$ cat config.mk
export PLATFORM = sky130hd
export DESIGN_NAME = assembler_token_classifier_flat
export DESIGN_NICKNAME = d
export VERILOG_FILES = /design/src/rtl/atc_pkg.sv /design/src/rtl/atc_if.sv /design/src/rtl/atc_scan.sv /design/src/rtl/atc_judge.sv /design/src/rtl/assembler_token_classifier.sv /design/src/flat_wrapper.sv
export SDC_FILE = /design/constraint.sdc
export NUM_CORES = 1
export LEC_CHECK = 0
export BUFFER_PORTS_ARGS = -buffer_cell sky130_fd_sc_hd__buf_2
export CORE_MARGIN = 1.5
export CORE_UTILIZATION = 40
export CTS_BUF_LIST = sky130_fd_sc_hd__clkbuf_8
export CTS_CLUSTER_DIAMETER = 60
export CTS_CLUSTER_SIZE = 20
export DETAILED_ROUTE_END_ITERATION = 7
export PLACE_DENSITY = 0.66
export SKIP_CTS_REPAIR_TIMING = 1
export SYNTH_ARGS = -nofsm -noshare
export SYNTH_HDL_FRONTEND = slang
export SYNTH_SLANG_ARGS = --single-unit
export TNS_END_PERCENT = 100
$ cat constraint.sdc
create_clock -name clk -period 7.84 [get_ports clk]
set_clock_uncertainty 0.05 [all_clocks]
set_input_delay 0.392 -clock clk [delete_from_list [all_inputs] [get_ports clk]]
set_output_delay 0.392 -clock clk [all_outputs]
set_load 0.005 [all_outputs]
$ cat src/rtl/atc_pkg.sv
package atc_pkg;

	typedef enum logic [3:0] {
		CLS_LABEL   = 4'd0,
		CLS_COMMENT = 4'd1,
		CLS_REG     = 4'd2,
		CLS_DEC     = 4'd3,
		CLS_HEX     = 4'd4,
		CLS_BIN     = 4'd5,
		CLS_OCT     = 4'd6,
		CLS_STRING  = 4'd7,
		CLS_INSTR   = 4'd8,
		CLS_IDENT   = 4'd9,
		CLS_OFFSET  = 4'd10,
		CLS_UNREC   = 4'd11,
		CLS_EMPTY   = 4'd12
	} cls_t;

	localparam logic [7:0] CH_COLON  = 8'h3A;
	localparam logic [7:0] CH_HASH   = 8'h23;
	localparam logic [7:0] CH_DOLLAR = 8'h24;
	localparam logic [7:0] CH_MINUS  = 8'h2D;
	localparam logic [7:0] CH_QUOTE  = 8'h22;
	localparam logic [7:0] CH_LPAREN = 8'h28;
	localparam logic [7:0] CH_LBRACK = 8'h5B;
	localparam logic [7:0] CH_RPAREN = 8'h29;
	localparam logic [7:0] CH_RBRACK = 8'h5D;
	localparam logic [7:0] CH_ZERO   = 8'h30;
	localparam logic [7:0] CH_LOW_X  = 8'h78;
	localparam logic [7:0] CH_LOW_B  = 8'h62;
	localparam logic [7:0] CH_LOW_O  = 8'h6F;

	localparam int HEAD_LEN     = 5;
	localparam int CNT_W        = 3;
	localparam int MN_TABLE_LEN = 37;
	localparam int MN_IDX_W     = 6;

	// class flag bits
	localparam int FL_ALL_DIG  = 0;
	localparam int FL_DIG_1    = 1;
	localparam int FL_HEX_2    = 2;
	localparam int FL_HEX_3    = 3;
	localparam int FL_ALNUM    = 4;
	localparam int FL_W        = 5;

	typedef logic [HEAD_LEN-1:0][7:0] head_t;

	// state of a finished token, handed from scan to classify
	typedef struct packed {
		logic             empty;
		logic [7:0]       last_char;
		logic [CNT_W-1:0] count;
		head_t            head;
		logic [FL_W-1:0]  flags;
		logic             offset_ok;
		logic             close_seen;
	} snap_t;

	// mnemonics, first character in the top byte, zero padded
	localparam logic [8*HEAD_LEN-1:0] MN_TABLE [MN_TABLE_LEN] = '{
		{"nop", 16'h0}, {"jmp", 16'h0}, {"llo", 16'h0}, {"lhi", 16'h0},
		{"lw", 24'h0}, {"sw", 24'h0}, {"beq", 16'h0}, {"bne", 16'h0},
		{"and", 16'h0}, {"or", 24'h0}, {"xor", 16'h0}, {"slt", 16'h0},
		{"uadd", 8'h0}, {"sadd", 8'h0}, {"ssub", 8'h0}, {"usub", 8'h0},
		{"blt", 16'h0}, {"bgt", 16'h0}, {"bge", 16'h0}, {"ble", 16'h0},
		{"inc", 16'h0}, {"dec", 16'h0}, {"mul", 16'h0}, {"div", 16'h0},
		{"sll", 16'h0}, {"srl", 16'h0}, {"push", 8'h0}, {"pop", 16'h0},
		{"not", 16'h0}, {"rem", 16'h0}, "clear", {"out", 16'h0},
		{"load", 8'h0}, {"call", 8'h0}, {"ret", 16'h0}, {"wait", 8'h0},
		{"in", 24'h0}
	};

endpackage

$ cat src/rtl/atc_if.sv
interface atc_char_if;
	logic       valid;
	logic       ready;
	logic [7:0] char_code;
	logic       token_end;
	logic       empty_token;

	modport source (output valid, char_code, token_end, empty_token, input ready);
	modport sink (input valid, char_code, token_end, empty_token, output ready);
endinterface

interface atc_class_if;
	logic       valid;
	logic       ready;
	logic [3:0] token_class;
	logic [5:0] mnemonic_index;
	logic       is_error;

	modport source (output valid, token_class, mnemonic_index, is_error, input ready);
	modport sink (input valid, token_class, mnemonic_index, is_error, output ready);
endinterface

$ cat src/rtl/atc_scan.sv
module atc_scan
	import atc_pkg::*;
(
	input  logic       clk,
	input  logic       arst_n,
	atc_char_if.sink   chars,
	input  logic       down_ready,
	output logic       snap_valid_s1,
	output snap_t      snap_s1
);

	typedef enum logic [2:0] {
		PH_OPEN,
		PH_DOLLAR,
		PH_LOWER,
		PH_CLEAN,
		PH_DIRTY
	} phase_t;

	function automatic logic is_dig(input logic [7:0] c);
		return c >= "0" && c <= "9";
	endfunction

	function automatic logic is_low(input logic [7:0] c);
		return c >= "a" && c <= "z";
	endfunction

	function automatic logic is_hexl(input logic [7:0] c);
		return is_dig(c) || (c >= "a" && c <= "f");
	endfunction

	logic [CNT_W-1:0] cnt_q, cnt_d;
	head_t            head_q, head_d;
	logic [FL_W-1:0]  flags_q, flags_d;
	phase_t           ph_q, ph_d;
	logic             ok_q, ok_d;
	logic             close_q, close_d;
	logic             xfer, done;
	logic [7:0]       c;
	logic             aln;

	assign chars.ready = !snap_valid_s1 || down_ready;
	assign xfer = chars.valid && chars.ready;
	assign done = chars.token_end || chars.empty_token;
	assign c    = chars.char_code;
	assign aln  = is_dig(c) || is_low(c);

	// token state after this character
	always_comb begin
		head_d  = head_q;
		flags_d = flags_q;
		ph_d    = ph_q;
		ok_d    = ok_q;
		close_d = close_q;
		cnt_d   = (cnt_q == '1) ? cnt_q : cnt_q + 1'b1;

		for (int k = 0; k < HEAD_LEN; k++) begin
			if (cnt_q == CNT_W'(k)) begin
				head_d[k] = c;
			end
		end

		if (!is_dig(c)) flags_d[FL_ALL_DIG] = 1'b0;
		if (cnt_q >= 3'd1 && !is_dig(c)) flags_d[FL_DIG_1] = 1'b0;
		if (cnt_q >= 3'd2 && !is_hexl(c)) flags_d[FL_HEX_2] = 1'b0;
		if (cnt_q >= 3'd3 && !is_hexl(c)) flags_d[FL_HEX_3] = 1'b0;
		if (!aln) flags_d[FL_ALNUM] = 1'b0;

		case (ph_q)
			PH_OPEN: begin
				if (c == CH_LPAREN || c == CH_LBRACK) ph_d = PH_DOLLAR;
			end
			PH_DOLLAR: begin
				if (c != CH_DOLLAR) ok_d = 1'b0;
				ph_d = PH_LOWER;
			end
			PH_LOWER: begin
				if (!is_low(c)) ok_d = 1'b0;
				ph_d = PH_CLEAN;
			end
			PH_CLEAN, PH_DIRTY: begin
				if (c == CH_RPAREN || c == CH_RBRACK) begin
					if (ph_q != PH_CLEAN) ok_d = 1'b0;
					close_d = 1'b1;
					ph_d    = PH_DIRTY;
				end else if (!aln) begin
					ph_d = PH_DIRTY;
				end
			end
			default: begin
				ph_d = PH_OPEN;
			end
		endcase
	end

	always_ff @(posedge clk or negedge arst_n) begin
		if (!arst_n) begin
			cnt_q         <= '0;
			head_q        <= '0;
			flags_q       <= '1;
			ph_q          <= PH_OPEN;
			ok_q          <= 1'b1;
			close_q       <= 1'b0;
			snap_valid_s1 <= 1'b0;
		end else begin
			if (xfer) begin
				if (done) begin
					cnt_q   <= '0;
					head_q  <= '0;
					flags_q <= '1;
					ph_q    <= PH_OPEN;
					ok_q    <= 1'b1;
					close_q <= 1'b0;
				end else begin
					cnt_q   <= cnt_d;
					head_q  <= head_d;
					flags_q <= flags_d;
					ph_q    <= ph_d;
					ok_q    <= ok_d;
					close_q <= close_d;
				end
			end
			if (xfer && done) begin
				snap_valid_s1 <= 1'b1;
			end else if (down_ready) begin
				snap_valid_s1 <= 1'b0;
			end
		end
	end

	always_ff @(posedge clk) begin
		if (xfer && done) begin
			snap_s1.empty      <= chars.empty_token;
			snap_s1.last_char  <= c;
			snap_s1.count      <= cnt_d;
			snap_s1.head       <= head_d;
			snap_s1.flags      <= flags_d;
			snap_s1.offset_ok  <= ok_d;
			snap_s1.close_seen <= close_d;
		end
	end

endmodule

$ cat src/rtl/atc_judge.sv
module atc_judge
	import atc_pkg::*;
#(
	parameter int MNEMONIC_COUNT = 37
) (
	input  logic        clk,
	input  logic        arst_n,
	input  logic        snap_valid_s1,
	input  snap_t       snap_s1,
	output logic        up_ready,
	atc_class_if.source classes
);

	logic                [8*HEAD_LEN-1:0] word;
	logic                hit;
	logic [MN_IDX_W-1:0] hit_idx;
	logic                neg;
	logic [7:0]          zchar, pchar;
	logic                body_ok, len_ok;
	logic [CNT_W-1:0]    n;
	logic [7:0]          h0, lc;
	logic [FL_W-1:0]     f;
	cls_t                pfx, cls;
	logic [MN_IDX_W-1:0] idx;
	logic                valid_q;
	logic                load;

	assign n  = snap_s1.count;
	assign h0 = snap_s1.head[0];
	assign lc = snap_s1.last_char;
	assign f  = snap_s1.flags;
	assign word = {snap_s1.head[0], snap_s1.head[1], snap_s1.head[2],
		snap_s1.head[3], snap_s1.head[4]};

	// first matching table entry wins
	always_comb begin
		hit     = 1'b0;
		hit_idx = '0;
		for (int i = MN_TABLE_LEN - 1; i >= 0; i--) begin
			if (i < MNEMONIC_COUNT && word == MN_TABLE[i]) begin
				hit     = 1'b1;
				hit_idx = MN_IDX_W'(i);
			end
		end
	end

	// 0x / 0b / 0o, optionally after a minus
	always_comb begin
		neg     = (h0 == CH_MINUS);
		zchar   = neg ? snap_s1.head[1] : snap_s1.head[0];
		pchar   = neg ? snap_s1.head[2] : snap_s1.head[1];
		body_ok = neg ? f[FL_HEX_3] : f[FL_HEX_2];
		len_ok  = neg ? (n >= 3'd4) : (n >= 3'd3);
		pfx     = CLS_LABEL;
		if (len_ok && zchar == CH_ZERO && body_ok) begin
			case (pchar)
				CH_LOW_X: pfx = CLS_HEX;
				CH_LOW_B: pfx = CLS_BIN;
				CH_LOW_O: pfx = CLS_OCT;
				default:  pfx = CLS_LABEL;
			endcase
		end
	end

	always_comb begin
		idx = '0;
		if (snap_s1.empty) begin
			cls = CLS_EMPTY;
		end else if (n >= 3'd2 && lc == CH_COLON) begin
			cls = CLS_LABEL;
		end else if (h0 == CH_HASH) begin
			cls = CLS_COMMENT;
		end else if (h0 == CH_DOLLAR) begin
			cls = CLS_REG;
		end else if (f[FL_ALL_DIG] || (neg && f[FL_DIG_1])) begin
			cls = CLS_DEC;
		end else if (pfx != CLS_LABEL) begin
			cls = pfx;
		end else if (n >= 3'd2 && h0 == CH_QUOTE && lc == CH_QUOTE) begin
			cls = CLS_STRING;
		end else if (f[FL_ALNUM]) begin
			if (hit && n <= 3'(HEAD_LEN)) begin
				cls = CLS_INSTR;
				idx = hit_idx;
			end else begin
				cls = CLS_IDENT;
			end
		end else if (n >= 3'(HEAD_LEN) && snap_s1.offset_ok && snap_s1.close_seen) begin
			cls = CLS_OFFSET;
		end else begin
			cls = CLS_UNREC;
		end
	end

	assign up_ready      = !valid_q || classes.ready;
	assign load          = snap_valid_s1 && up_ready;
	assign classes.valid = valid_q;

	always_ff @(posedge clk or negedge arst_n) begin
		if (!arst_n) begin
			valid_q <= 1'b0;
		end else if (load) begin
			valid_q <= 1'b1;
		end else if (classes.ready) begin
			valid_q <= 1'b0;
		end
	end

	always_ff @(posedge clk) begin
		if (load) begin
			classes.token_class    <= cls;
			classes.mnemonic_index <= idx;
			classes.is_error       <= (cls inside {CLS_STRING, CLS_UNREC, CLS_EMPTY});
		end
	end

endmodule

$ cat src/rtl/assembler_token_classifier.sv
// Channel   Modport  Payload                                  Transfer
// chars     sink     char_code[8] token_end empty_token       valid & ready
// classes   source   token_class[4] mnemonic_index[6] is_error valid & ready
//
// One character per cycle while chars is ready, back to back, with no gaps
// between tokens. A result passes through the token snapshot and then the
// classify result register after the transfer of the token's last character
// (or of an empty marker). Snapshot and result register give two slots;
// chars stalls only when both hold a result and classes is not ready.
// Characters that do not close a token never stall while the snapshot slot
// can drain. arst_n clears the running token state and both valid bits.
module assembler_token_classifier
	import atc_pkg::*;
#(
	parameter int MNEMONIC_COUNT = 37
) (
	input logic         clk,
	input logic         arst_n,
	atc_char_if.sink    chars,
	atc_class_if.source classes
);

	// stage between scan and classify
	logic  snap_valid_s1;
	snap_t snap_s1;
	logic  judge_ready;

	// running flags, offset tracker, first five characters
	atc_scan u_scan (
		.clk           (clk),
		.arst_n        (arst_n),
		.chars         (chars),
		.down_ready    (judge_ready),
		.snap_valid_s1 (snap_valid_s1),
		.snap_s1       (snap_s1)
	);

	// priority classification and mnemonic lookup into the result register
	atc_judge #(
		.MNEMONIC_COUNT (MNEMONIC_COUNT)
	) u_judge (
		.clk           (clk),
		.arst_n        (arst_n),
		.snap_valid_s1 (snap_valid_s1),
		.snap_s1       (snap_s1),
		.up_ready      (judge_ready),
		.classes       (classes)
	);

	// error flag follows the class
	a_err_class: assert property (@(posedge clk) disable iff (!arst_n)
		classes.valid |-> (classes.is_error ==
			(classes.token_class == CLS_STRING || classes.token_class == CLS_UNREC ||
			 classes.token_class == CLS_EMPTY)))
		else $error("is_error does not match token_class");

	// index only for instructions, and inside the searched range
	a_idx_class: assert property (@(posedge clk) disable iff (!arst_n)
		(classes.valid && classes.token_class != CLS_INSTR) |->
			classes.mnemonic_index == '0)
		else $error("mnemonic_index set on a non-instruction");

	a_idx_range: assert property (@(posedge clk) disable iff (!arst_n)
		(classes.valid && classes.token_class == CLS_INSTR) |->
			(32'(classes.mnemonic_index) < MNEMONIC_COUNT))
		else $error("mnemonic_index beyond table");

	// an empty marker lands in the snapshot on the next cycle
	a_empty_snap: assert property (@(posedge clk) disable iff (!arst_n)
		(chars.valid && chars.ready && chars.empty_token) |=>
			(snap_valid_s1 && snap_s1.empty))
		else $error("empty token not captured");

endmodule
$ cat src/flat_wrapper.sv
// flat-port wrapper written by rule: the top's interface ports become plain ports
module assembler_token_classifier_flat import atc_pkg::*;
#(
	parameter int MNEMONIC_COUNT = 37
)
  (clk, arst_n, chars_valid, chars_char_code, chars_token_end, chars_empty_token, chars_ready, classes_valid, classes_token_class, classes_mnemonic_index, classes_is_error, classes_ready);
  atc_char_if chars_i ();
  atc_class_if classes_i ();
  input logic clk;
  input logic arst_n;
  input wire logic [$bits(chars_i.valid)-1:0] chars_valid;
  input wire logic [$bits(chars_i.char_code)-1:0] chars_char_code;
  input wire logic [$bits(chars_i.token_end)-1:0] chars_token_end;
  input wire logic [$bits(chars_i.empty_token)-1:0] chars_empty_token;
  output wire logic [$bits(chars_i.ready)-1:0] chars_ready;
  output wire logic [$bits(classes_i.valid)-1:0] classes_valid;
  output wire logic [$bits(classes_i.token_class)-1:0] classes_token_class;
  output wire logic [$bits(classes_i.mnemonic_index)-1:0] classes_mnemonic_index;
  output wire logic [$bits(classes_i.is_error)-1:0] classes_is_error;
  input wire logic [$bits(classes_i.ready)-1:0] classes_ready;
  assign chars_i.valid = chars_valid;
  assign chars_i.char_code = chars_char_code;
  assign chars_i.token_end = chars_token_end;
  assign chars_i.empty_token = chars_empty_token;
  assign chars_ready = chars_i.ready;
  assign classes_valid = classes_i.valid;
  assign classes_token_class = classes_i.token_class;
  assign classes_mnemonic_index = classes_i.mnemonic_index;
  assign classes_is_error = classes_i.is_error;
  assign classes_i.ready = classes_ready;
  assembler_token_classifier #(.MNEMONIC_COUNT(MNEMONIC_COUNT)) u_core (.clk(clk), .arst_n(arst_n), .chars(chars_i), .classes(classes_i));
endmodule
Word level (Yosys, flattened, before mapping):

Index checks and enable logic that the tools add are counted.

* register bits: 125
* input port bits: 14
* output and inout port bits: 13
* word-level logic and storage cells: 279

* $add $sub $neg: 1
* magnitude comparators: 13
* eq/ne operators: 67
* mux-type cells: 121
* bitwise operators: 2
* reductions and logical operators: 44

Operator list (number)
* == test 40 x 39 -> 1 bit, second input constant: 37
* 2-to-1 mux 5 bit: 17
* == test 8 x 6 -> 1 bit, second input constant: 9
* 2-to-1 mux 4 bit: 16
* 2-to-1 mux 1 bit: 59
* 2-to-1 mux 8 bit: 7
* OR reduction 41 bit: 1
* == test 8 x 7 -> 1 bit, second input constant: 5
* 2-to-1 mux 40 bit: 1
* 2-to-1 mux 3 bit: 11
* 2-to-1 mux 6 bit: 5
* OR reduction 25 bit: 1
* logical AND 1 bit: 18
* OR reduction 17 bit: 1
* less-or-equal comparator 8 x 7 -> 1 bit, second input constant: 2
* OR reduction 13 bit: 1
* == test 3 x 2 -> 1 bit, second input constant: 4
* greater-or-equal comparator 3 x 2 -> 1 bit, second input constant: 4
* one-hot mux 3 bit (4 select lines): 1
* OR reduction 11 bit: 1
* OR reduction 10 bit: 1
* == test 3 bit, second input constant: 3
* one-hot mux 3 bit (3 select lines): 1
* == test 4 bit, second input constant: 2
* 24 further kinds: 40

Depth between registers and ports, before layout:

Gate-level depths: netlist of run 1.

* word-level depth: 50
* gate-level depth with buffers: 10
* mapped depth without buffers: 8

Modules after synthesis:

From an unflattened synthesis of run 1, not the netlist that was laid out.

* cell total of the unflattened synthesis: 679
* area, all modules: 7248.2 sq um

Modules (own cells, without submodules)
* atc_scan: times used 1, cells an instance 333, area each 4673.2 sq um, seq. area each 3130.5 sq um
* atc_judge: times used 1, cells an instance 346, area each 2575.0 sq um, seq. area each 355.3 sq um

Worst setup path after synthesis of run 1:

Ideal clock, no wire load.

* kind: register -> register
* start point: register, netlist name u_core.u_scan.snap_s1[40]
* end point: register u_core.u_judge.classes.token_class[0], data pin
* setup time: 0.259 ns
* arrival: 2.538 ns
* data required time: 7.531 ns
* path slack: 4.993 ns
* stages on the path, launching flop included: 10
* buffers on the path: 1
* clock period less this slack: 2.847 ns
* cell sequence: edfxtp_1 or4_4 or3_4 buf_6 or3_4 nor3_4 nand3b_1 or4_4 a21boi_0 o31a_1

* longest elaborated chain between the ends: 48
* elaborated cells between the ends (all ways): 84
* classes of those cells: 37 x eq/ne; 46 x mux; 1 x reduce/logical

RTL lines
* == test 40 x 39 -> 1 bit: RTL line atc_judge.sv:40 `if (i < MNEMONIC_COUNT && word == MN_TABLE[i]) begin`
* 2-to-1 mux 1 bit (36 in a row): RTL line atc_judge.sv:40
* 2-to-1 mux 1 bit *: RTL line atc_judge.sv:40
* logical AND 1 bit *: RTL line atc_judge.sv:82 `if (hit && n <= 3'(HEAD_LEN)) begin`
* 2-to-1 mux 1 bit *: RTL line atc_judge.sv:82
* 2-to-1 mux 4 bit *: RTL line atc_judge.sv:81 `end else if (f[FL_ALNUM]) begin`
* 2-to-1 mux 4 bit *: RTL line atc_judge.sv:79 `end else if (n >= 3'd2 && h0 == CH_QUOTE && lc == CH_QUOTE) begin`
* 2-to-1 mux 4 bit *: RTL line atc_judge.sv:77 `end else if (pfx != CLS_LABEL) begin`
* 2-to-1 mux 4 bit *: RTL line atc_judge.sv:75 `end else if (f[FL_ALL_DIG] || (neg && f[FL_DIG_1])) begin`
* 2-to-1 mux 4 bit *: RTL line atc_judge.sv:73 `end else if (h0 == CH_DOLLAR) begin`
* 2-to-1 mux 4 bit *: RTL line atc_judge.sv:71 `end else if (h0 == CH_HASH) begin`
* 2-to-1 mux 4 bit *: RTL line atc_judge.sv:69 `end else if (n >= 3'd2 && lc == CH_COLON) begin`
* 2-to-1 mux 4 bit *: RTL line atc_judge.sv:67 `if (snap_s1.empty) begin`
* named net u_core.u_judge.cls[0]: RTL line atc_judge.sv:23 `cls_t pfx, cls;`
* end signal, assigned: RTL line atc_judge.sv:111 `classes.token_class <= cls;`
* end, declared: RTL line atc_if.sv:19 `modport source (output valid, token_class, mnemonic_index, is_error, input ready);`

The timed path passes the listed nets; every way through them passes the cells marked *.
A chain may end at the register's enable or synchronous reset.

Worst setup path in the final report of run 1:

* start point: register, netlist name u_core.u_scan.snap_s1[24]
* end point: register u_core.u_judge.classes.token_class[0], data pin

* longest elaborated chain between the ends: 48
* elaborated cells between the ends (all ways): 91
* classes of those cells: 40 x eq/ne; 49 x mux; 2 x reduce/logical

RTL lines (RTL line)
* == test 40 x 39 -> 1 bit: atc_judge.sv:40
* 2-to-1 mux 1 bit (37 in a row): atc_judge.sv:40
* logical AND 1 bit: atc_judge.sv:82
* 2-to-1 mux 1 bit: atc_judge.sv:82
* 2-to-1 mux 4 bit: atc_judge.sv:81
* 2-to-1 mux 4 bit: atc_judge.sv:79
* 2-to-1 mux 4 bit *: atc_judge.sv:77
* 2-to-1 mux 4 bit *: atc_judge.sv:75
* 2-to-1 mux 4 bit *: atc_judge.sv:73
* 2-to-1 mux 4 bit *: atc_judge.sv:71
* 2-to-1 mux 4 bit *: atc_judge.sv:69
* 2-to-1 mux 4 bit *: atc_judge.sv:67
* named net u_core.u_judge.cls[0]: atc_judge.sv:23

Marked as above.

==> flow_metrics.py, run 1 <==
metrics = {
    "status": {
        "status": "finished clean",
    },
    "route": {
        "ant_nets": 0,
        "wl_per_cell_um": 20.2,
        "num_vias": 5850,
        "dr.pass1.iters": 6,
        "drt_iter0_drc": 677,
        "post-route-drc-count": 0,
        "viasPerCell": 5.98,
        "wirelength_um": 19800,
    },
    "synthesis": {
        "synth_ff_type": "edfxtp_1",
        "synth_nets": 746,
        "yosys-top-cells-area": "edfxtp_1 (30%), dfrtp_1 (17%), nand2_1 (7.9%)",
        "synth.distinct_cells": 76,
        "synthCells": 728,
        "synth_top_area_share_pct": 29.5,
        "yosysWarnings": 0,
        "seq_area_frac_synth_pct": 49.0,
        "yosysMostFrequentCell": "nand2_1",
        "synth_edf_count": 70,
        "synth_commonest_cells": "nand2_1 (149), edfxtp_1 (70), nand3_1 (57), dfrtp_1 (49)",
        "synth-seq-cells": 125,
        "synth_area_per_cell_um2": 9.77,
        "synth_top_cell_by_area": "edfxtp_1",
        "synth_area_um2": 7110,
        "ys_async_sr_fraction_pct": 44.0,
    },
    "setup_path": {
        "worstPathRequired_ps": 8010,
        "startpoint_type": "flip-flop",
        "crit_arrival_ps": 3460,
        "crit_chain": "nor4bb_1, nand4_1, or4_1, a21oi_1, or3b_2, or4_4, a21boi_0, o31a_1",
        "path_max_fanout": 14,
        "setup.worst_path.end_class": "flip-flop",
        "path_class": "flip-flop to flip-flop",
        "critPathMaxStageDelay_ps": 700,
        "crit_slowest_cell": "nor4bb_1",
    },
    "power": {
        "power_density_nw_per_um2": 212,
        "leakage_nw": 3.13,
        "peakVddDrop_mv": 0.108,
    },
    "cts": {
        "cts_root_buf": "clkbuf_8",
        "clock_latency_ps": 460,
        "cts.sink_count": 125,
        "cts_htree_levels": 4,
        "cts_buffers": 17,
        "cts.clk_slew.worst_paths_ps": 90,
        "cts_tree": "built",
        "clk_path_buf_depth": 2,
    },
    "timing": {
        "finalCritPeriodShare_pct": 42.1,
        "rsz0062_at_grt": "no",
        "setup_tns_ps": 0,
        "setup-violations-final": 0,
        "worstMarginPinSlew_ps": 964,
        "max-slew-margin-rel_pct": 34.1,
        "report.final.slew_viol_count": 0,
        "hold_viol_final": 0,
        "fmax_ghz": 0.303,
        "layout_min_cycle_time_ps": 3300,
    },
    "floorplanning": {
        "start_util_pct": 41.0,
        "fp.dieW_um": 136,
        "core_area_um2": 17400,
        "io-pin-count": 27,
        "die-area_um2": 18600,
        "rows": 48,
        "die_y_um": 136,
    },
    "finish": {
        "syn2layout_area_growth_pct": 10.8,
        "nets": 758,
        "fillers": 1663,
        "drive_above_1_share_pct": 18.2,
        "n_antenna_cell": 0,
        "final_util_pct": 45.4,
    },
    "placement": {
        "gp_congestion": 0.968,
        "port_buffers": 26,
        "dpl.hpwl_um": 13700,
    },
    "global_route": {
        "antenna_found_initial": 0,
        "overflow": 0,
        "grt_pass1_vias": 5305,
        "grt_max_degree": 61,
        "grt_pass1_wl_um": 30700,
        "grt_usage_pct": 22.3,
    },
    "min_path": {
        "min_path_type": "input port to asynchronous set/reset pin",
    },
    "run": {
        "drv_cap": 0,
    },
}
[cells by family (layout without fill, tap and decap cells)]
group                      Yosys count  in the layout  share of synthesized area [%]
and+or+nand+nor                    414            414                           31.7
DFF                                125            125                           49.0
AOI/OAI and AO/OA                   93             93                           9.43
buffers and inverters               54             79                           3.36
muxes                               34             34                           5.36
adders and majority gates            4              4                          0.704
xor gates and xnor gates             4              4                          0.493
[path summary, 6_finish.rpt]
| path | start | endpoint | slack (ps) | depth (start not counted) |
|---|---|---|---|---|
| hold reg to reg | u_core.u_scan.head_q[26]$_DFFE_PN0P_ | u_core.u_scan.head_q[26]$_DFFE_PN0P_ | 420 | 2 |
| min in group clk | chars_empty_token | u_core.u_scan.snap_s1[58]$_DFFE_PP_ | 150 | 1 |
| setup / recovery | u_core.u_scan.snap_s1[24]$_DFFE_PP_ | u_core.u_judge.classes.token_class[0]$_DFFE_PP_ | 4540 | 8 |
| setup reg to reg | u_core.u_scan.snap_s1[24]$_DFFE_PP_ | u_core.u_judge.classes.token_class[0]$_DFFE_PP_ | 4540 | 8 |
| hold / removal | arst_n | u_core.u_scan.head_q[38]$_DFFE_PN0P_ | 4 | 2 |
| max in group asynchronous | arst_n | u_core.u_judge.classes.valid$_DFFE_PN0P_ | 7230 | 2 |
[layer usage]
layer | vias to the layer above | GRT usage (%) | wire [µm]
li1 | 2739 | - | -
met2 | 225 | 32.4 | 8790
met5 | - | 0 | 0
met1 | 2835 | 31.3 | 9000
met4 | 0 | 10.8 | 798
met3 | 51 | 5.03 | 1210
[registers in the layout, indices dropped and copies added (netlist names)]
name	flops
u_core.u_scan.ok_q	1
u_core.u_judge.classes.is_error	1
u_core.u_scan.snap_valid_s1	1
u_core.u_scan.close_q	1
u_core.u_scan.cnt_q	3
u_core.u_scan.flags_q	5
u_core.u_judge.classes.valid	1
u_core.u_scan.snap_s1	59
u_core.u_scan.head_q	40
u_core.u_judge.classes.mnemonic_index	6
u_core.u_scan.ph_q	3
u_core.u_judge.classes.token_class	4
[cells in the final DEF, fill, tap and decap left out, types with 8 or more instances in the layout]
| cell type | instances |
|---|---|
| nor3_1 | 18 |
| buf_4 | 13 |
| inv_1 | 8 |
| nand3_1 | 57 |
| nor4b_1 | 8 |
| or3_1 | 8 |
| a21oi_1 | 14 |
| nand4_1 | 26 |
| nand2_1 | 149 |
| nor2b_1 | 10 |
| buf_2 | 26 |
| nand2b_1 | 15 |
| o21ai_0 | 21 |
| dfrtp_1 | 49 |
| nor2_1 | 31 |
| mux2_2 | 33 |
| clkbuf_8 | 17 |
| nor4bb_1 | 13 |
| nor4_1 | 16 |
| edfxtp_1 | 70 |
| and4b_1 | 10 |
| and2_1 | 8 |
[through the flow]
step | total power [mW] | hold slack [ps] | cell area [µm²] | worst slack [ps] | cells
detailed placement | 1.03 | 400 | 7430 | 4680 | 946
floorplan | 0.957 | 46.4 | 7110 | 4990 | 728
global placement | 1.03 | 393 | 7430 | 4670 | 946
global route | 1.75 | 55.7 | 7880 | 4360 | 978
CTS | 1.68 | 45.4 | 7880 | 4650 | 978
finish | 1.67 | 4.16 | 7880 | 4540 | 978
[worst max-delay path, delay by kind of cell, from the launching register on]
family          cells  cell delay (ps)
simple gates        5             1830
flops               1              560
compound gates      3              600
[area by class of cell]
cell class	instances	area (µm²)	area share, %
tap	225	282	3.57
multi-input combinational	549	3400	43.2
timing repair buffer	39	228	2.89
sequential	125	3490	44.2
inverter	8	30.0	0.381
clock inverter	15	219	2.78
clock buffer	17	234	2.97
[power by group]
| group | switching (mW) | internal (mW) |
|---|---|---|
| Clock | 0.273 | 0.378 |
| Combinational | 0.140 | 0.0800 |
| Sequential | 0.0477 | 0.756 |
Power figures use the tool's default switching activity.
==> run 2, diff against run 1 <==
--- a/config.mk
+++ b/config.mk
@@ -5,6 +5,7 @@
 export SDC_FILE = /design/constraint.sdc
 export NUM_CORES = 1
 export LEC_CHECK = 0
+export ABC_AREA = 1
 export BUFFER_PORTS_ARGS = -buffer_cell sky130_fd_sc_hd__buf_2
 export CORE_MARGIN = 1.5
 export CORE_UTILIZATION = 40
==> constraint.sdc (replaced) <==
create_clock -name clk -period 3.4 [get_ports clk]
set_clock_uncertainty 0.05 [all_clocks]
set_input_delay 0.17 -clock clk [delete_from_list [all_inputs] [get_ports clk]]
set_output_delay 0.17 -clock clk [all_outputs]
set_load 0.005 [all_outputs]
==> flow_metrics.py, run 2 <==
metrics = {
    "power": {
        "power_density_nw_per_um2": 480,
        "leakage_nw": 3.87,
        "peakVddDrop_mv": 0.261,
    },
    "route": {
        "num_vias": 5843,
        "dr.pass1.iters": 5,
        "wirelength_um": 17700,
        "viasPerCell": 5.01,
        "drt_iter0_drc": 454,
        "ant_nets": 0,
        "post-route-drc-count": 0,
        "wl_per_cell_um": 15.1,
    },
    "finish": {
        "n_antenna_cell": 0,
        "mostFrequentLayoutCells": "nand2_1 (194), inv_1 (183), nor2_1 (110), edfxtp_1 (70), o21ai_0 (58)",
        "drive_above_1_share_pct": 11.1,
        "largest_reg_flops": 59,
        "final_common_cell": "nand2_1",
        "final_util_pct": 45.9,
        "fin_area_um2": 7910,
        "regMostFlops": "u_core.u_scan.snap_s1",
        "top_regs": "u_core.u_scan.snap_s1: 59 flops, u_core.u_scan.head_q: 40 flops, u_core.u_judge.classes.mnemonic_index: 6 flops",
        "nets": 947,
        "syn2layout_area_growth_pct": 12.6,
    },
    "timing": {
        "report.final.slew_viol_count": 0,
        "rsz0062_at_grt": "no",
        "worstMarginPinSlew_ps": 1110,
        "layout_min_cycle_time_ps": 2740,
        "fmax_ghz": 0.365,
        "finalCritPeriodShare_pct": 80.5,
        "max-slew-margin-rel_pct": 26.0,
        "setup_tns_ps": 0,
        "hold_viol_final": 0,
        "hold_ws_ps": 49.8,
        "setup-violations-final": 0,
    },
    "global_route": {
        "antenna_found_initial": 0,
        "overflow": 0,
        "grt_pass1_wl_um": 27800,
        "grt_usage_pct": 20.3,
        "grt_max_degree": 47,
        "grt_pass1_vias": 5418,
    },
    "min_path": {
        "min_path_type": "input port to flip-flop",
        "hold_end": "u_core.u_scan.snap_s1[57]$_DFFE_PP_",
        "min_from": "chars_char_code[7]",
        "min_path_cells": 1,
    },
    "synthesis": {
        "synth_top_cell_by_area": "edfxtp_1",
        "synth_area_um2": 7020,
        "synth_top_area_share_pct": 29.9,
        "synth.distinct_cells": 48,
        "seq_area_frac_synth_pct": 49.6,
        "synth_ff_type": "edfxtp_1",
        "yosys-top-cells-area": "edfxtp_1 (30%), dfrtp_1 (17%), nand2_1 (10%)",
        "ys_async_sr_fraction_pct": 44.0,
        "yosysWarnings": 0,
        "synth_nets": 912,
        "synth_edf_count": 70,
        "synthCells": 894,
        "synth_area_per_cell_um2": 7.86,
        "yosysMostFrequentCell": "nand2_1",
        "synth_commonest_cells": "nand2_1 (194), inv_1 (182), nor2_1 (111), edfxtp_1 (70), o21ai_0 (58)",
        "synth-seq-cells": 125,
    },
    "floorplanning": {
        "die-area_um2": 18400,
        "core_area_um2": 17200,
        "io-pin-count": 27,
        "die_y_um": 136,
        "start_util_pct": 40.8,
        "rows": 48,
        "fp.dieW_um": 136,
    },
    "cts": {
        "cts_htree_levels": 4,
        "clk_path_buf_depth": 2,
        "cts_buffers": 17,
        "cts_root_buf": "clkbuf_8",
        "clock_latency_ps": 450,
        "cts.sink_count": 125,
        "cts.clk_slew.worst_paths_ps": 80,
        "cts_tree": "built",
    },
    "setup_path": {
        "path_class": "flip-flop to flip-flop",
        "r2r_slack_ps": 660,
        "ff2ff_path_depth": 20,
        "reg2reg_to": "u_core.u_judge.classes.is_error$_DFFE_PP_",
        "rr_startpoint": "u_core.u_scan.snap_s1[26]$_DFFE_PP_",
        "path_max_fanout": 7,
        "startpoint_type": "flip-flop",
        "worstPathRequired_ps": 3560,
        "crit_arrival_ps": 2890,
        "setup.worst_path.end_class": "flip-flop",
    },
    "placement": {
        "port_buffers": 26,
        "placed_area_um2": 7420,
        "gp_congestion": 0.910,
        "dpl.hpwl_um": 13000,
    },
    "run": {
        "drv_cap": 0,
    },
    "status": {
        "status": "finished clean",
    },
}
[run 2: report_power, final]
group | leakage [nW] | switching, mW | internal [mW]
Combinational | 2.23 | 0.366 | 0.147
Sequential | 1.41 | 0.0681 | 1.75
Clock | 0.233 | 0.585 | 0.873
Total | 3.87 | 1.02 | 2.77
[run 2: routing by layer]
metal	vias up	routed length, µm	global-route usage [%]
met3	35	772	4.15
met1	2692	8300	26.9
met4	0	421	7.65
met2	156	8180	32.7
li1	2960	-	-
met5	-	0	0
[run 2: cell type report]
type	instances	area [µm²]
fill	1695	9330
tap	225	282
sequential	125	3490
clock inverter	11	164
clock buffer	21	289
inverter	186	701
timing repair buffer	34	210
multi-input combinational	565	2780
[run 2: worst max-delay path by stage]
stage,startpoint,endpoint,slack (ps),cells past startpoint
3_5_place_dp,u_core.u_scan.snap_s1[26]$_DFFE_PP_,u_core.u_judge.classes.is_error$_DFFE_PP_,630,20
3_3_place_gp,u_core.u_scan.snap_s1[26]$_DFFE_PP_,u_core.u_judge.classes.is_error$_DFFE_PP_,540,20
2_1_floorplan,u_core.u_judge.classes.valid$_DFFE_PN0P_,u_core.u_scan.ph_q[0]$_DFFE_PN0P_,130,7
6_report,u_core.u_scan.snap_s1[26]$_DFFE_PP_,u_core.u_judge.classes.is_error$_DFFE_PP_,660,20
5_1_grt,u_core.u_scan.snap_s1[26]$_DFFE_PP_,u_core.u_judge.classes.token_class[0]$_DFFE_PP_,390,20
4_1_cts,u_core.u_scan.snap_s1[26]$_DFFE_PP_,u_core.u_judge.classes.is_error$_DFFE_PP_,630,20
[run 2: stage by stage]
stage | power, mW | cells | worst slack, ps
global route | 3.96 | 1167 | 390
CTS | 3.81 | 1164 | 626
detailed placement | 2.36 | 1132 | 630
floorplan | 2.19 | 894 | 132
global placement | 2.35 | 1132 | 540
finish | 3.79 | 1167 | 664
[run 2: worst max-delay path, cell delays in order, from the launching register on]
cell      delay [ps]
edfxtp_1         520
nor2_1           270
inv_1             90
nor2_1           150
inv_1             50
nor2_1           260
nand3_1          170
o21ai_0          140
nor2_1            60
nand2_1           80
nor2_1            50
nand3_1           80
nand2_2           80
nand2_1           70
nand2_1           40
nand2_1           50
nand2_1           40
nand2_1           50
nand2_1           60
nand3_1           60
nand2_1           50
[run 2: kinds of logic after synthesis]
family / synth area share (%)
fa+ha+maj: 0.713
flops: 49.6
simple gates: 27.4
buf+inv: 11.0
compound gates: 11.2
xor+xnor: 0.125
==> run 3, diff against run 2 <==
--- a/config.mk
+++ b/config.mk
@@ -5,7 +5,7 @@
 export SDC_FILE = /design/constraint.sdc
 export NUM_CORES = 1
 export LEC_CHECK = 0
-export ABC_AREA = 1
+export ABC_AREA = 0
 export BUFFER_PORTS_ARGS = -buffer_cell sky130_fd_sc_hd__buf_2
 export CORE_MARGIN = 1.5
 export CORE_UTILIZATION = 40
@@ -13,7 +13,7 @@
 export CTS_CLUSTER_DIAMETER = 60
 export CTS_CLUSTER_SIZE = 20
 export DETAILED_ROUTE_END_ITERATION = 7
-export PLACE_DENSITY = 0.66
+export PLACE_DENSITY = 0.68
 export SKIP_CTS_REPAIR_TIMING = 1
 export SYNTH_ARGS = -nofsm -noshare
 export SYNTH_HDL_FRONTEND = slang
==> constraint.sdc (replaced) <==
create_clock -name clk -period 2.3 [get_ports clk]
set_clock_uncertainty 0.05 [all_clocks]
set_input_delay 0.115 -clock clk [delete_from_list [all_inputs] [get_ports clk]]
set_output_delay 0.115 -clock clk [all_outputs]
set_load 0.005 [all_outputs]
==> flow_metrics.py, run 3 (same netlist as run 1, synthesis figures left out) <==
metrics = {
    "status": {
        "status": "complete, but fails checks",
        "violations": "hold timing, setup timing",
    },
    "timing": {
        "setup_tns_ps": -4660,
        "hold_viol_final": 2,
        "worstMarginPinSlew_ps": 696,
        "max-slew-margin-rel_pct": 53.2,
        "rsz0062_at_grt": "yes",
        "report.final.slew_viol_count": 0,
        "layout_min_cycle_time_ps": 2840,
        "fmax_ghz": 0.352,
        "setup-violations-final": 11,
        "finalCritPeriodShare_pct": 124,
        "timing.final.ws_setup_ps": -543,
        "hold_ws_ps": -2.27,
    },
    "floorplanning": {
        "fp.dieW_um": 136,
        "io-pin-count": 27,
        "die_y_um": 136,
        "core_area_um2": 17400,
        "die-area_um2": 18600,
        "start_util_pct": 41.0,
        "rows": 48,
    },
    "power": {
        "total_power_mw": 5.62,
        "peakVddDrop_mv": 0.331,
        "leakage_nw": 4.01,
        "power_density_nw_per_um2": 596,
    },
    "global_route": {
        "grt_max_degree": 61,
        "grt_pass1_wl_um": 32700,
        "grt_pass1_vias": 6051,
        "overflow": 0,
        "antenna_found_initial": 0,
        "grt_usage_pct": 23.4,
    },
    "finish": {
        "nets": 923,
        "top_regs": "u_core.u_scan.snap_s1: 59 flops, u_core.u_scan.head_q: 40 flops, u_core.u_judge.classes.mnemonic_index: 6 flops",
        "drive_above_1_share_pct": 36.3,
        "regMostFlops": "u_core.u_scan.snap_s1",
        "largest_reg_flops": 59,
        "mostFrequentLayoutCells": "buf_4 (161), nand2_1 (148), edfxtp_1 (70), nand3_1 (56), dfrtp_1 (49)",
        "n_antenna_cell": 0,
        "final_util_pct": 54.3,
        "syn2layout_area_growth_pct": 32.6,
        "final_common_cell": "buf_4",
    },
    "setup_path": {
        "setup.worst_path.end_class": "flip-flop",
        "cp_top_family": "simple AND/OR/NAND/NOR gates",
        "cpMostUsedCell": "or4_4",
        "crit_arrival_ps": 3000,
        "rr_startpoint": "u_core.u_scan.snap_s1[44]$_DFFE_PP_",
        "startpoint_type": "flip-flop",
        "crit_chain": "or4_4, or3_4, nor4b_2, buf_4, a22oi_1, nand3b_1, or4_4, a21boi_1, o31a_1",
        "timing.critical_path.from": "u_core.u_scan.snap_s1[44]$_DFFE_PP_",
        "critPathMaxStageDelay_ps": 590,
        "crit_slowest_cell": "or4_4",
        "worstPathRequired_ps": 2460,
        "path_class": "flip-flop to flip-flop",
        "path_buf_inv": 1,
        "path_max_fanout": 5,
    },
    "cts": {
        "cts.clk_slew.worst_paths_ps": 70,
        "clk_path_buf_depth": 2,
        "cts_htree_levels": 4,
        "cts.sink_count": 125,
        "cts_root_buf": "clkbuf_8",
        "clock_latency_ps": 450,
        "cts_buffers": 17,
        "cts_tree": "built",
    },
    "placement": {
        "port_buffers": 26,
        "gp_congestion": 0.976,
        "dpl.hpwl_um": 15500,
    },
    "route": {
        "num_vias": 6549,
        "viasPerCell": 5.73,
        "wl_per_cell_um": 18.7,
        "dr.pass1.iters": 7,
        "post-route-drc-count": 0,
        "drt_iter0_drc": 761,
        "wirelength_um": 21300,
        "ant_nets": 0,
    },
    "run": {
        "drv_cap": 0,
    },
    "min_path": {
        "min_from": "chars_token_end",
        "min_path_type": "input port to flip-flop",
    },
}
run 3: layout make-up:
class	count	area (µm²)
fill	1543	7930
multi-input combinational	550	3710
sequential	125	3490
timing repair buffer	203	1540
tap	225	282
clock buffer	20	275
clock inverter	12	108
inverter	8	33.8
run 3: path summary, 6_finish.rpt:
kind	slack, ps	to	cells past startpoint
worst max-delay path	-540	u_core.u_judge.classes.token_class[0]$_DFFE_PP_	9
worst min-delay path	-2	u_core.u_scan.ph_q[1]$_DFFE_PN0P_	3
worst max register to register	-540	u_core.u_judge.classes.token_class[0]$_DFFE_PP_	9
worst min register to register	410	u_core.u_scan.head_q[23]$_DFFE_PN0P_	2
max in group asynchronous	1410	u_core.u_scan.head_q[39]$_DFFE_PN0P_	3
min in group asynchronous	190	u_core.u_scan.snap_valid_s1$_DFFE_PN0P_	2
run 3: power by group:
group          leakage (nW)  internal [mW]  switching [mW]
Clock                 0.220           1.02           0.845
Sequential             1.41           2.57           0.111
Combinational          2.37          0.462           0.604
run 3: worst reg2reg max path, cell delays in order (launching register included):
cell	delay, ps
edfxtp_1	380
or4_4	590
or3_4	480
nor4b_2	260
buf_4	180
a22oi_1	110
nand3b_1	120
or4_4	160
a21boi_1	60
o31a_1	220
run 3: stage by stage:
| step | worst slack [ps] | instances | hold slack [ps] | instance area [µm²] |
|---|---|---|---|---|
| detailed placement | -710 | 1094 | 120 | 8610 |
| floorplan | -435 | 728 | -231 | 7150 |
| global placement | -669 | 1094 | 113 | 8610 |
| global route | -622 | 1143 | 8.26 | 9430 |
| CTS | -718 | 1126 | -367 | 9000 |
| finish | -543 | 1143 | -2.27 | 9430 |
run 3: routing by layer:
layer	share of wire, %	global-route usage, %	wire length, µm
met4	4.5	11.9	959
met2	46	35.0	9750
met3	5.6	4.88	1190
met5	0	0	0
met1	44	31.8	9440
